`src/rtl/jdm_pkg.sv`:
```
// ----------------------------------------------------------------------------
// jdm_pkg
// Shared types and constants of the joystick dead-zone to control unit.
// ----------------------------------------------------------------------------
`default_nettype none

package jdm_pkg;

    localparam int SAMPLE_W = 14;
    localparam int WINDOW_W = 13;
    localparam int CHAN_W   = 4;

    // configuration port
    localparam int ADDR_W      = 3;
    localparam int DATA_W      = 32;
    localparam int REG_SEL_BIT = 2;
    localparam logic REG_CENTER = 1'b0;
    localparam logic REG_WINDOW = 1'b1;

    localparam logic [SAMPLE_W-1:0] CENTER_RESET = 14'd8192;
    localparam logic [WINDOW_W-1:0] WINDOW_RESET = 13'd1200;

    // modulation = floor(excess * 127 / 8678), by reciprocal multiply
    localparam int RECIP_W   = 22;
    localparam int PROD_W    = SAMPLE_W + RECIP_W;
    localparam int MOD_SHIFT = 28;
    localparam int MOD_W     = 7;
    localparam logic [RECIP_W-1:0]  MOD_RECIP      = 22'd3928475;
    localparam logic [SAMPLE_W-1:0] MOD_SAT_EXCESS = 14'd8747;
    localparam logic [MOD_W-1:0]    MOD_MAX        = 7'd127;

    localparam logic KIND_MOD   = 1'b0;
    localparam logic KIND_PITCH = 1'b1;

    // result queue
    localparam int QUEUE_DEPTH = 4;
    localparam int QPTR_W      = 2;
    localparam int QCNT_W      = 3;
    localparam logic [QCNT_W-1:0] QUEUE_ROOM_MAX = 3'd2;

    typedef enum logic [2:0] {
        MODE_IDLE = 3'b001,
        MODE_SEND = 3'b010,
        MODE_STOP = 3'b100
    } t_mode;

    typedef struct packed {
        logic [SAMPLE_W-1:0] center;
        logic [WINDOW_W-1:0] window;
    } t_cfg;

    typedef struct packed {
        logic                emit;
        logic [SAMPLE_W-1:0] value;
    } t_axis_res;

    typedef struct packed {
        logic                kind;
        logic [CHAN_W-1:0]   channel;
        logic [SAMPLE_W-1:0] value;
        logic                last;
    } t_result;

endpackage

`default_nettype wire

```
`src/rtl/jdm_cfg_regs.sv`:
```
// ----------------------------------------------------------------------------
// jdm_cfg_regs
// Register file for center level and dead window, written over the bus port.
// ----------------------------------------------------------------------------
`default_nettype none

module jdm_cfg_regs
    import jdm_pkg::*;
(
    input  wire logic              i_clk,
    input  wire logic              i_rst_n,
    input  wire logic              psel,
    input  wire logic              penable,
    input  wire logic              pwrite,
    input  wire logic [ADDR_W-1:0] paddr,
    input  wire logic [DATA_W-1:0] pwdata,
    output logic      [DATA_W-1:0] prdata,
    output logic                   pready,
    output t_cfg                   o_cfg
);

    logic [SAMPLE_W-1:0] r_center;
    logic [WINDOW_W-1:0] r_window;
    logic                wr_en;

    assign wr_en  = psel & penable & pwrite;
    assign pready = 1'b1;

    always_ff @(posedge i_clk) begin
        if (!i_rst_n) begin
            r_center <= CENTER_RESET;
            r_window <= WINDOW_RESET;
        end else if (wr_en) begin
            case (paddr[REG_SEL_BIT])
                REG_CENTER: r_center <= pwdata[SAMPLE_W-1:0];
                REG_WINDOW: r_window <= pwdata[WINDOW_W-1:0];
                default:    r_center <= r_center;
            endcase
        end
    end

    always_comb begin
        case (paddr[REG_SEL_BIT])
            REG_CENTER: prdata = DATA_W'(r_center);
            REG_WINDOW: prdata = DATA_W'(r_window);
            default:    prdata = '0;
        endcase
    end

    assign o_cfg.center = r_center;
    assign o_cfg.window = r_window;

endmodule

`default_nettype wire

```
`src/rtl/jdm_axis.sv`:
```
// ----------------------------------------------------------------------------
// jdm_axis
// One axis machine: dead-zone test, value computation and mode register.
// ----------------------------------------------------------------------------
`default_nettype none

module jdm_axis
    import jdm_pkg::*;
(
    input  wire logic                i_clk,
    input  wire logic                i_rst_n,
    input  wire logic                i_step,
    input  wire logic                i_pitch,
    input  wire logic [SAMPLE_W-1:0] i_sample,
    input  wire t_cfg                i_cfg,
    output t_axis_res                o_res
);

    t_mode               r_mode;
    t_mode               n_mode;
    logic signed [15:0]  s_sample;
    logic signed [15:0]  s_high;
    logic signed [15:0]  s_low;
    logic signed [15:0]  s_excess;
    logic signed [15:0]  s_pitch;
    logic                above;
    logic                below;
    logic [SAMPLE_W-1:0] excess;
    logic [PROD_W-1:0]   prod;
    logic [MOD_W-1:0]    mod_val;
    logic [SAMPLE_W-1:0] live_val;
    logic [SAMPLE_W-1:0] rest_val;

    always_comb begin
        s_sample = signed'({2'b00, i_sample});
        s_high   = signed'({2'b00, i_cfg.center}) + signed'({3'b000, i_cfg.window});
        s_low    = signed'({2'b00, i_cfg.center}) - signed'({3'b000, i_cfg.window});
        above    = s_sample > s_high;
        below    = s_sample < s_low;
        s_excess = above ? (s_sample - s_high) : (s_low - s_sample);
        excess   = s_excess[SAMPLE_W-1:0];
        s_pitch  = above ? (s_sample - signed'({3'b000, i_cfg.window}))
                         : (s_sample + signed'({3'b000, i_cfg.window}));
    end

    // reciprocal is exact for every excess below the saturation point
    assign prod    = PROD_W'(excess) * PROD_W'(MOD_RECIP);
    assign mod_val = (excess >= MOD_SAT_EXCESS) ? MOD_MAX : prod[MOD_SHIFT +: MOD_W];

    assign live_val = i_pitch ? s_pitch[SAMPLE_W-1:0] : SAMPLE_W'(mod_val);
    assign rest_val = i_pitch ? i_cfg.center : '0;

    always_comb begin
        o_res.emit  = 1'b0;
        o_res.value = live_val;
        n_mode      = r_mode;
        case (r_mode)
            MODE_SEND: begin
                if (above || below) begin
                    o_res.emit = 1'b1;
                end else begin
                    n_mode = MODE_STOP;
                end
            end
            MODE_STOP: begin
                o_res.emit  = 1'b1;
                o_res.value = rest_val;
                n_mode      = MODE_IDLE;
            end
            default: begin
                n_mode = (above || below) ? MODE_SEND : MODE_IDLE;
            end
        endcase
    end

    always_ff @(posedge i_clk) begin
        if (!i_rst_n) begin
            r_mode <= MODE_IDLE;
        end else if (i_step) begin
            r_mode <= n_mode;
        end
    end

endmodule

`default_nettype wire

```
`src/rtl/jdm_out_queue.sv`:
```
// ----------------------------------------------------------------------------
// jdm_out_queue
// Four-entry result queue taking up to two words per cycle, one out.
// ----------------------------------------------------------------------------
`default_nettype none

module jdm_out_queue
    import jdm_pkg::*;
(
    input  wire logic    i_clk,
    input  wire logic    i_rst_n,
    input  wire logic    i_push_a,
    input  wire logic    i_push_b,
    input  wire t_result i_entry_a,
    input  wire t_result i_entry_b,
    input  wire logic    i_pop,
    output t_result      o_head,
    output logic         o_valid,
    output logic         o_room
);

    t_result             r_mem [QUEUE_DEPTH];
    logic [QPTR_W-1:0]   r_wr_ptr;
    logic [QPTR_W-1:0]   r_rd_ptr;
    logic [QCNT_W-1:0]   r_count;
    logic [QPTR_W-1:0]   wr_ptr_b;
    logic [QCNT_W-1:0]   push_n;
    logic                pop_ok;

    assign wr_ptr_b = r_wr_ptr + QPTR_W'(1);
    assign push_n   = QCNT_W'(i_push_a) + QCNT_W'(i_push_b);
    assign pop_ok   = i_pop & o_valid;

    assign o_valid = (r_count != '0);
    assign o_room  = (r_count <= QUEUE_ROOM_MAX);
    assign o_head  = r_mem[r_rd_ptr];

    always_ff @(posedge i_clk) begin
        if (i_push_a) begin
            r_mem[r_wr_ptr] <= i_entry_a;
        end
        if (i_push_b) begin
            r_mem[wr_ptr_b] <= i_entry_b;
        end
    end

    always_ff @(posedge i_clk) begin
        if (!i_rst_n) begin
            r_wr_ptr <= '0;
            r_rd_ptr <= '0;
            r_count  <= '0;
        end else begin
            r_wr_ptr <= r_wr_ptr + push_n[QPTR_W-1:0];
            r_count  <= r_count + push_n - QCNT_W'(pop_ok);
            if (pop_ok) begin
                r_rd_ptr <= r_rd_ptr + QPTR_W'(1);
            end
        end
    end

endmodule

`default_nettype wire

```
`src/rtl/joystick_deadzone_to_midi_controls_unit.sv`:
```
// ----------------------------------------------------------------------------
// joystick_deadzone_to_midi_controls_unit
// Turns x/y joystick sample pairs into modulation and pitch control words.
// ----------------------------------------------------------------------------
// Input channel: i_in_valid / o_in_stall carry one sample pair and a channel.
// A word is taken at an edge with valid high and stall low.
// Output channel: o_out_valid / i_out_stall carry result words, zero to two
// per sample pair; the x (modulation) word comes before the y (pitch) word and
// the final word of a pair has o_last set. A pair with no result gives no word.
// A pair taken into the input register is processed by the axis machines once
// the result queue has room, and its words are written to the queue, whose head
// drives the output. One pair is taken per cycle while two queue slots are free;
// the output port moves one word per cycle unless the receiver stalls.
// When the receiver stalls, the queue holds its words and the head word stays
// put; once fewer than two slots are free the input register holds and
// o_in_stall rises.
// Reset (synchronous, active low) empties the queue and the input register,
// returns both axes to idle and loads center 8192 and window 1200.
// Registers: center at byte address 0, dead window at byte address 4.
// ----------------------------------------------------------------------------
`default_nettype none

module joystick_deadzone_to_midi_controls_unit
    import jdm_pkg::*;
(
    input  wire logic                i_clk,
    input  wire logic                i_rst_n,
    input  wire logic                i_in_valid,
    output logic                     o_in_stall,
    input  wire logic [SAMPLE_W-1:0] i_x_sample,
    input  wire logic [SAMPLE_W-1:0] i_y_sample,
    input  wire logic [CHAN_W-1:0]   i_midi_channel,
    output logic                     o_out_valid,
    input  wire logic                i_out_stall,
    output logic                     o_message_kind,
    output logic      [CHAN_W-1:0]   o_channel_out,
    output logic      [SAMPLE_W-1:0] o_control_value,
    output logic                     o_last,
    input  wire logic                psel,
    input  wire logic                penable,
    input  wire logic                pwrite,
    input  wire logic [ADDR_W-1:0]   paddr,
    input  wire logic [DATA_W-1:0]   pwdata,
    output logic      [DATA_W-1:0]   prdata,
    output logic                     pready
);

    t_cfg                cfg;
    logic                r_in_valid;
    logic [SAMPLE_W-1:0] r_x;
    logic [SAMPLE_W-1:0] r_y;
    logic [CHAN_W-1:0]   r_ch;
    logic                room;
    logic                advance;
    logic                in_take;
    t_axis_res           x_res;
    t_axis_res           y_res;
    t_result             entry_x;
    t_result             entry_y;
    t_result             entry_a;
    t_result             head;
    logic                push_a;
    logic                push_b;

    jdm_cfg_regs u_cfg (
        .i_clk   (i_clk),
        .i_rst_n (i_rst_n),
        .psel    (psel),
        .penable (penable),
        .pwrite  (pwrite),
        .paddr   (paddr),
        .pwdata  (pwdata),
        .prdata  (prdata),
        .pready  (pready),
        .o_cfg   (cfg)
    );

    assign advance    = r_in_valid & room;
    assign o_in_stall = r_in_valid & ~room;
    assign in_take    = i_in_valid & ~o_in_stall;

    always_ff @(posedge i_clk) begin
        if (!i_rst_n) begin
            r_in_valid <= 1'b0;
        end else if (in_take) begin
            r_in_valid <= 1'b1;
        end else if (advance) begin
            r_in_valid <= 1'b0;
        end
    end

    always_ff @(posedge i_clk) begin
        if (in_take) begin
            r_x  <= i_x_sample;
            r_y  <= i_y_sample;
            r_ch <= i_midi_channel;
        end
    end

    jdm_axis u_axis_x (
        .i_clk    (i_clk),
        .i_rst_n  (i_rst_n),
        .i_step   (advance),
        .i_pitch  (KIND_MOD),
        .i_sample (r_x),
        .i_cfg    (cfg),
        .o_res    (x_res)
    );

    jdm_axis u_axis_y (
        .i_clk    (i_clk),
        .i_rst_n  (i_rst_n),
        .i_step   (advance),
        .i_pitch  (KIND_PITCH),
        .i_sample (r_y),
        .i_cfg    (cfg),
        .o_res    (y_res)
    );

    // x word goes first; the pitch word closes the pair when there is one
    always_comb begin
        entry_x.kind    = KIND_MOD;
        entry_x.channel = r_ch;
        entry_x.value   = x_res.value;
        entry_x.last    = ~y_res.emit;
        entry_y.kind    = KIND_PITCH;
        entry_y.channel = r_ch;
        entry_y.value   = y_res.value;
        entry_y.last    = 1'b1;
        entry_a         = x_res.emit ? entry_x : entry_y;
        push_a          = advance & (x_res.emit | y_res.emit);
        push_b          = advance & x_res.emit & y_res.emit;
    end

    jdm_out_queue u_queue (
        .i_clk     (i_clk),
        .i_rst_n   (i_rst_n),
        .i_push_a  (push_a),
        .i_push_b  (push_b),
        .i_entry_a (entry_a),
        .i_entry_b (entry_y),
        .i_pop     (~i_out_stall),
        .o_head    (head),
        .o_valid   (o_out_valid),
        .o_room    (room)
    );

    assign o_message_kind  = head.kind;
    assign o_channel_out   = head.channel;
    assign o_control_value = head.value;
    assign o_last          = head.last;

endmodule

`default_nettype wire

```
`config.mk`:
```
export PLATFORM = sky130hd
export DESIGN_NAME = joystick_deadzone_to_midi_controls_unit
export DESIGN_NICKNAME = d
export VERILOG_FILES = /design/src/rtl/jdm_pkg.sv /design/src/rtl/jdm_cfg_regs.sv /design/src/rtl/jdm_axis.sv /design/src/rtl/jdm_out_queue.sv /design/src/rtl/joystick_deadzone_to_midi_controls_unit.sv
export SDC_FILE = /design/constraint.sdc
export NUM_CORES = 1
export LEC_CHECK = 0
export BUFFER_PORTS_ARGS = -buffer_cell sky130_fd_sc_hd__clkbuf_2
export CELL_PAD_IN_SITES_DETAIL_PLACEMENT = 1
export CELL_PAD_IN_SITES_GLOBAL_PLACEMENT = 1
export CORE_MARGIN = 2
export CORE_UTILIZATION = 45
export CTS_CLUSTER_DIAMETER = 40
export DETAILED_ROUTE_END_ITERATION = 7
export GPL_TIMING_DRIVEN = 0
export PLACE_DENSITY = 0.74
export REMOVE_ABC_BUFFERS = 1
export SLEW_MARGIN = 20
export SYNTH_ARGS = -nofsm -noshare
export SYNTH_HDL_FRONTEND = slang
export SYNTH_SLANG_ARGS = --single-unit
export TNS_END_PERCENT = 100
```
`constraint.sdc`:
```
create_clock -name i_clk -period 23.7 [get_ports i_clk]
set_input_delay 2.37 -clock i_clk [delete_from_list [all_inputs] [get_ports i_clk]]
set_output_delay 2.37 -clock i_clk [all_outputs]
set_load 0.005 [all_outputs]
```
After elaboration in Yosys (flattened, before gate mapping). Memory sizes are Yosys's and may differ from the RTL's. A register that Yosys moved wholly into a read port is not among the register bits. Cells that the tools add are included.

Add/sub/neg operators: 12. $mul: 1. $lt $le $gt $ge: 6. Equal/unequal tests: 6. Mux-type cells: 25. Bitwise logic cells: 15. Reductions and logical operators: 8.

Operators by type and width (number): 32-bit one-hot mux with 2 select lines (1); 14-bit two-way mux (3); 14-bit by 22-bit multiplier with 35-bit output, second input constant (1); 14-bit by 15-bit greater-than comparator with 1-bit output (2); 15-bit < comparator (2); 14-bit subtractor (2); 20-bit two-way mux (1); 14-bit by 13-bit adder with 15-bit output (1); 14-bit by 13-bit subtractor with 15-bit output (1); 14-bit by 13-bit adder with 14-bit output (1); 14-bit greater-or-equal comparator, second input constant (1); 7-bit two-way mux (2); 14-bit by 13-bit subtractor with 14-bit output (1); 3-bit one-hot mux with 2 select lines (2); 1-bit AND (9); 1-bit two-way mux (8); 2-bit two-way mux (4); 2-bit AND reduction (4); 3-bit by 2-bit equality test with 1-bit output, second input constant (2); 3-bit equality test, second input constant (2); 3-bit two-way mux (2); 1-bit inverter (5); 2-bit by 1-bit adder with 2-bit output, second input constant (2); 2-bit != test, second input constant (2); other kinds (10) (12).

Flip-flop bits (word level): 73. Bits in writable memories: 80. Input bits: 74. Output and inout bits: 55. Logic and storage cells: 85. Memories: 1.

Memory list: u_queue.r_mem (depth 4, width 20, read ports 1, clocked after memory_dff 1, write ports 2, RTL line jdm_out_queue.sv:22) `t_result r_mem [QUEUE_DEPTH];`.

Logic depth before layout (Yosys ltp). Gate-level depths: netlist of run 1.

Word-level depth: 10. Mapped depth: 48. Gate-level depth less buffers: 46.

Hierarchy. From an unflattened synthesis of run 1, not the netlist that was laid out.

Cells, all modules: 2796. Area, all modules: 26619.3 um^2.

By module, submodules not included: jdm_axis (u_axis_x) (times used 1, cells each 1193, area each 9867.0 um^2, seq. area each 60.1 um^2); jdm_axis (u_axis_y) (times used 1, cells each 1153, area each 9764.4 um^2, seq. area each 60.1 um^2); jdm_out_queue (times used 1, cells each 241, area each 4332.9 um^2, seq. area each 2582.5 um^2); jdm_cfg_regs (times used 1, cells each 147, area each 1401.3 um^2, seq. area each 540.5 um^2); joystick_deadzone_to_midi_controls_unit (times used 1, cells each 62, area each 1253.7 um^2, seq. area each 980.9 um^2).

Worst setup path before layout of run 1. OpenSTA, ideal clock, no wires.

Kind: register to register. Start: reg u_cfg.r_window[0]. End: mem u_queue.r_mem[2][7] in the netlist's numbering (data pin). Setup time: 0.268 ns. Data arrival time: 9.886 ns. Required time: 23.432 ns. Path slack: 13.546 ns. Stages on the path, launching flop included: 41. Buffers on the path: 3. Clock period less this slack: 10.154 ns. Cell sequence: dfxtp_1 ha_1 fa_1 nor2b_1 o211a_1 nor2_1 xnor2_1 ha_1 inv_1 a2111oi_0 a311oi_1 o221ai_1 a31oi_2 or4b_1 buf_2 nand2_2 clkbuf_1 clkbuf_1 [5 not listed] fa_1 fa_1 fa_1 fa_1 ha_1 a21o_1 a21o_1 a21oi_1 o21bai_1 a21o_1 a21oi_1 o2111ai_1 o21ai_0 nand2b_1 o31a_1 xnor2_1 o31ai_2 o22ai_1.

RTL lines: start, declared (RTL line jdm_cfg_regs.sv:23) `logic [WINDOW_W-1:0] r_window;`; start signal, assigned (RTL line jdm_cfg_regs.sv:36) `REG_WINDOW: r_window <= pwdata[WINDOW_W-1:0];`; end, declared (RTL line jdm_out_queue.sv:22).

==> flow_summary.toml, run 1 <==
[synth]
synth-edff-count = 104
yosysTopAreaCell = "edfxtp_1"
syn_area_um2 = 16900
synth.area.top_cells = "edfxtp_1 (18%), ha_1 (17%), fa_1 (14%)"
yosysWarnings = 0
synth_top_area_share_pct = 18.5
ys.flop_type = "edfxtp_1"
async_flop_share_pct = 0
synth.distinct_cells = 86
yosysSeqAreaShare_pct = 24.5
avgSynthCellArea_um2 = 9.70
synth_seq_cells = 155
synth_cells = 1741

[timing]
fin_skew_ns = 0.0195
setup_viol = 0
slew_viol_final = 0
min_period_over_period_pct = 48.9
finalHoldViolCount = 0
hold_slack_ns = 0.459
final.setup.tns_ns = 0
fmax_mhz = 86.3
rsz0062_at_grt = "false"
finalCriticalPeriod_ns = 11.59
relSlewSlack_pct = 22.5
tightest_slew_ns = 1.15

[critical_path]
cp_common_cell = "fa_1"
end_kind = "flop"
arrival_ns = 11.76
reg2regPathDepth = 40
critPathTopFamily = "adder cells"
critPathLaunchType = "flop"
rr_endpoint = "u_queue.r_mem[2][7]$_DFFE_PP_"
worstSetupPathType = "flop to flop"
r2r_start = "u_cfg.r_window[1]$_SDFFE_PN0P_"
cp_num_buf_inv = 3
crit_fanout = 22
rrSetupSlack_ns = 12.11
crit_path_top_delay_cell = "or4b_1"
worst_path_largest_cell_delay_ns = 0.77
required_ns = 23.87

[routing]
initialDrtViolationCount = 588
vias = 12800
drc = 0
first_pass_iters = 5
via_per_inst = 5.56
wire_per_inst_um = 20.5
postRouteWirelength_mm = 47.1
antenna_left = 0

[placement]
dpl.hpwl_mm = 39.0
place_area_um2 = 17900
globalplace.congestion = 0.895
io_buffer_count = 89

[die]
die_y_um = 198
fp.dieW_um = 198
rows = 70
core_um2 = 36800
die_area_um2 = 39100
start_util_pct = 45.9
io_pins = 129

[final_layout]
nets = 2244
drive_gt1_share_pct = 11.6
post-route-util_pct = 50.2
design_area_um2 = 18500
final_common_cell = "inv_1"
final_cell_mix = "inv_1 (267), ha_1 (234), nand2_1 (126)"
area_growth_pct = 9.29
fillerInstances = 4209

[global_route]
use_met2_pct = 43.3
grt_pass1_wl_mm = 75.9
grt_use_total_pct = 25.1
grt.busiest_layer = "met2"
grt_max_degree = 43
antenna_found_initial = 2
grt_util_met1_pct = 33.1
first_global_vias = 14000
grtUsageMet3_pct = 4.19
grt_overflow = 0

[min_path]
min_path_type = "flop to flop"
hold_start = "u_queue.r_mem[2][19]$_SDFFE_PP1P_"
worstHoldPathCells = 2
whs_endpoint = "u_queue.r_mem[2][19]$_SDFFE_PP1P_"

[job]
maxCapViolCount = 0

[clocking]
clock_sinks = 155
worstSkewPairLatency_ns = 0.45
postCtsResizedCells = 0
cts_tree = "built"
clk_pin_slew_worst_paths_ns = 0.07
root_buffer = "clkbuf_16"
cts-htree-levels = 4
numCtsBuffers = 17
cts_hold_buf = 0
clockBufferDepth = 2
cts_setup_buffers = 0

[status]
status = "complete, no violations"
Yosys cell counts, types with 11 or more instances:
cell	count
or2_2	11
xor2_1	22
a21o_1	36
dfxtp_1	51
and2_1	32
buf_4	23
o211ai_1	15
o21a_1	20
ha_1	234
o22ai_1	26
xnor2_1	59
nor2_1	96
nand2_1	126
o21ai_0	66
nor3_1	23
clkbuf_1	27
mux2_2	21
inv_1	267
mux4_2	20
edfxtp_1	104
nand3_1	15
nand2b_1	19
fa_1	122
a21oi_1	67
nor2b_1	33
a21boi_0	29
cell type report:
class | count | area (um2) | share of cell area, %
Antenna cell | 1 | 2.50 | 0.0136
Multi-Input combinational cell | 1276 | 11600 | 62.6
Clock buffer | 18 | 429 | 2.32
Tap cell | 468 | 586 | 3.17
Sequential cell | 155 | 4150 | 22.5
Timing Repair Buffer | 95 | 573 | 3.10
Clock inverter | 14 | 163 | 0.881
Inverter | 269 | 1010 | 5.47
metal layers:
| layer | wire length (um) | part of all wire, % |
|---|---|---|
| met1 | 21200 | 45 |
| met2 | 23000 | 49 |
| met3 | 2210 | 4.7 |
| met4 | 707 | 1.5 |
| met5 | 0 | 0 |
sequential cells by signal, summed over array words and instances (netlist names), named ones only:
register and count:
u_queue.r_wr_ptr 2, r_ch 4, u_axis_y.r_mode 3, u_queue.r_mem 80
r_y 14, u_axis_x.r_mode 3, r_x 14, u_queue.r_count 3
u_cfg.r_center 14, u_queue.r_rd_ptr 2, r_in_valid 1, u_cfg.r_window 13
worst max path at each step:
stage	from	to	slack, ns	cells after the start
after floorplan	u_cfg.r_window[0]$_SDFFE_PN0P_	u_queue.r_mem[2][7]$_DFFE_PP_	13.92	35
final	u_cfg.r_window[1]$_SDFFE_PN0P_	u_queue.r_mem[2][7]$_DFFE_PP_	12.11	40
after CTS	u_cfg.r_window[1]$_SDFFE_PN0P_	u_queue.r_mem[0][5]$_DFFE_PP_	12.02	43
after detailed placement	u_cfg.r_window[1]$_SDFFE_PN0P_	u_queue.r_mem[0][3]$_DFFE_PP_	12.06	43
after global placement	u_cfg.r_window[0]$_SDFFE_PN0P_	u_queue.r_mem[0][1]$_DFFE_PP_	12.29	39
after global routing	u_cfg.r_window[1]$_SDFFE_PN0P_	u_queue.r_mem[0][5]$_DFFE_PP_	11.18	43
cell families after synthesis:
| logic type | count (synthesis) | share of synthesized area [%] |
|---|---|---|
| xor gates and xnor gates | 83 | 4.47 |
| DFF | 155 | 24.5 |
| other | 2 | 0.0445 |
| adders and majority gates | 364 | 32.3 |
| buffers and inverters | 327 | 7.81 |
| AOI/OAI and AO/OA | 352 | 14.4 |
| muxes | 48 | 4.48 |
| and+or+nand+nor | 410 | 12.0 |
metrics by stage:
| stage | setup WS (ns) | cells |
|---|---|---|
| floorplan | 13.92 | 1700 |
| global placement | 12.29 | 2257 |
| detailed placement | 12.06 | 2263 |
| CTS | 12.02 | 2295 |
| global route | 11.18 | 2295 |
| finish | 12.11 | 2296 |
tightest hold or removal path: stages (launching register included):
cell,delay (ns)
dfxtp_1,0.32
nand2_1,0.05
nand2_1,0.04
Power of run 1 is left out: the tool's default activity adds up to more than one toggle a clock period on the data nets, which glitch-free logic cannot reach.
==> run 2, diff against run 1 <==
- ABC_AREA: not set -> 1
- PLACE_DENSITY: 0.74 -> 0.76
- clock period: 23.7 -> 11.12 ns (I/O delays scaled with it)
==> flow_summary.toml, run 2 <==
[status]
status = "complete, no violations"

[global_route]
grt_overflow = 0
grt_pass1_wl_mm = 81.9
use_met2_pct = 49.3
grt_use_total_pct = 27.2
first_global_vias = 15600
antenna_found_initial = 0
grt_max_degree = 42
grt_util_met1_pct = 33.3
grtUsageMet3_pct = 3.11
grt.busiest_layer = "met2"

[routing]
vias = 14500
postRouteWirelength_mm = 52.0
wire_per_inst_um = 19.0
antenna_left = 0
first_pass_iters = 5
via_per_inst = 5.30
initialDrtViolationCount = 666
drc = 0

[timing]
setup_viol = 0
fmax_mhz = 96.1
finalCriticalPeriod_ns = 10.41
min_period_over_period_pct = 93.6
final.setup.tns_ns = 0
tightest_slew_ns = 1.18
fin_skew_ns = 0.0201
slew_viol_final = 0
finalHoldViolCount = 0
relSlewSlack_pct = 20.3
rsz0062_at_grt = "false"

[die]
die_y_um = 199
die_area_um2 = 39700
fp.dieW_um = 199
start_util_pct = 45.6
io_pins = 129
rows = 71
core_um2 = 37700

[synth]
synth_top_area_share_pct = 18.2
synth.area.top_cells = "edfxtp_1 (18%), ha_1 (17%), fa_1 (14%)"
synth_seq_cells = 155
synth-edff-count = 104
yosysWarnings = 0
synth.distinct_cells = 61
avgSynthCellArea_um2 = 8.03
ys.flop_type = "edfxtp_1"
syn_area_um2 = 17200
yosysSeqAreaShare_pct = 24.1
yosysMostFrequentCell = "inv_1"
async_flop_share_pct = 0
synth_cells = 2138
yosysTopAreaCell = "edfxtp_1"
synth.top_cells.by_count = "inv_1 (391), nand2_1 (361), ha_1 (234)"

[final_layout]
final_common_cell = "inv_1"
drive_gt1_share_pct = 10.1
nets = 2641
area_growth_pct = 8.63
diodes = 0
largest_register_ffs = 80
regMostFlops = "u_queue.r_mem"
final_cell_mix = "inv_1 (390), nand2_1 (361), ha_1 (234)"

[critical_path]
cp_num_buf_inv = 7
critPathLaunchType = "flop"
arrival_ns = 10.63
critPathTopFamily = "adder cells"
worst_path_largest_cell_delay_ns = 0.71
crit_fanout = 23
rrSetupSlack_ns = 0.71
cp_common_cell = "nand2_1"
rr_endpoint = "u_queue.r_mem[0][6]$_DFFE_PP_"
crit_path_top_delay_cell = "fa_1"
r2r_start = "u_cfg.r_window[9]$_SDFFE_PN0P_"
required_ns = 11.34
reg2regPathDepth = 42
end_kind = "flop"
worstSetupPathType = "flop to flop"

[clocking]
clockBufferDepth = 2
cts_tree = "built"
clk_pin_slew_worst_paths_ns = 0.08
cts-htree-levels = 4
worstSkewPairLatency_ns = 0.47
clock_sinks = 155
root_buffer = "clkbuf_16"
numCtsBuffers = 17

[placement]
dpl.hpwl_mm = 42.6
io_buffer_count = 89
globalplace.congestion = 0.918

[job]
maxCapViolCount = 0

[min_path]
worstHoldPathCells = 2
whs_endpoint = "u_queue.r_mem[2][19]$_SDFFE_PP1P_"
hold_start = "u_queue.r_mem[2][19]$_SDFFE_PP1P_"
min_path_type = "flop to flop"
## run 2: final cells by class
class / instances / area, um2
Fill cell: 4703 / 19000
Multi-Input combinational cell: 1530 / 11200
Sequential cell: 155 / 4150
Inverter: 417 / 1570
Tap cell: 511 / 639
Timing Repair Buffer: 90 / 465
Clock buffer: 17 / 425
Clock inverter: 15 / 173
## run 2: timing repair
| item | in CTS | in global routing |
|---|---|---|
| hold buffers | 0 | 0 |
| gates resized for setup | 0 | 1 |
| endpoints found under the setup margin | 0 | 4 |
| buffers inserted | 0 | 0 |
## run 2: through the flow
| step | cell area, um2 | setup slack [ns] | hold slack, ns | cells | util (%) |
|---|---|---|---|---|---|
| global route | 18700 | 0.0997 | 0.483 | 2735 | 49.5 |
| global placement | 18000 | 1.08 | 0.438 | 2702 | 47.9 |
| floorplan | 16900 | 2.84 | 0.421 | 2102 | - |
| CTS | 18700 | 0.578 | 0.464 | 2735 | 49.5 |
| detailed placement | 18100 | 0.723 | 0.447 | 2703 | 47.9 |
| finish | 18700 | 0.710 | 0.465 | 2735 | 49.5 |
## run 2: cells by family after synthesis
logic type / synth area share (%)
compound gates: 11.9
other cells: 0.0437
flops: 24.1
simple gates: 18.7
xor+xnor: 3.11
buf+inv: 10.8
fa+ha+maj: 31.3
## run 2: how the worst max path moves through the flow
stage / start / to / slack (ns) / depth (start not counted)
2_1_floorplan: u_cfg.r_window[0]$_SDFFE_PN0P_ / u_queue.r_mem[3][6]$_DFFE_PP_ / 2.84 / 40
3_3_place_gp: u_cfg.r_window[9]$_SDFFE_PN0P_ / u_queue.r_mem[2][6]$_DFFE_PP_ / 1.08 / 39
3_5_place_dp: u_cfg.r_window[9]$_SDFFE_PN0P_ / u_queue.r_mem[0][6]$_DFFE_PP_ / 0.72 / 41
4_1_cts: u_cfg.r_window[6]$_SDFFE_PN0P_ / u_queue.r_mem[0][6]$_DFFE_PP_ / 0.58 / 41
5_1_grt: u_cfg.r_window[2]$_SDFFE_PN0P_ / u_queue.r_mem[2][6]$_DFFE_PP_ / 0.1 / 45
6_report: u_cfg.r_window[9]$_SDFFE_PN0P_ / u_queue.r_mem[0][6]$_DFFE_PP_ / 0.71 / 42
## run 2: routing by layer
layer / routed length, um / share of wire, %
met3: 1760 / 3.4
met4: 1550 / 3.0
met5: 0 / 0
met1: 22600 / 43
met2: 26100 / 50
## run 2: worst reg2reg max path, delay by kind of cell (launching register included)
family	cells	cell delay (ns)
and+or+nand+nor	17	2.16
adders and majority gates	9	4.16
buffers and inverters	7	0.98
xor gates and xnor gates	1	0.33
DFF	1	0.41
AOI/OAI and AO/OA	8	2.14
Power of run 2 is left out for the same reason.
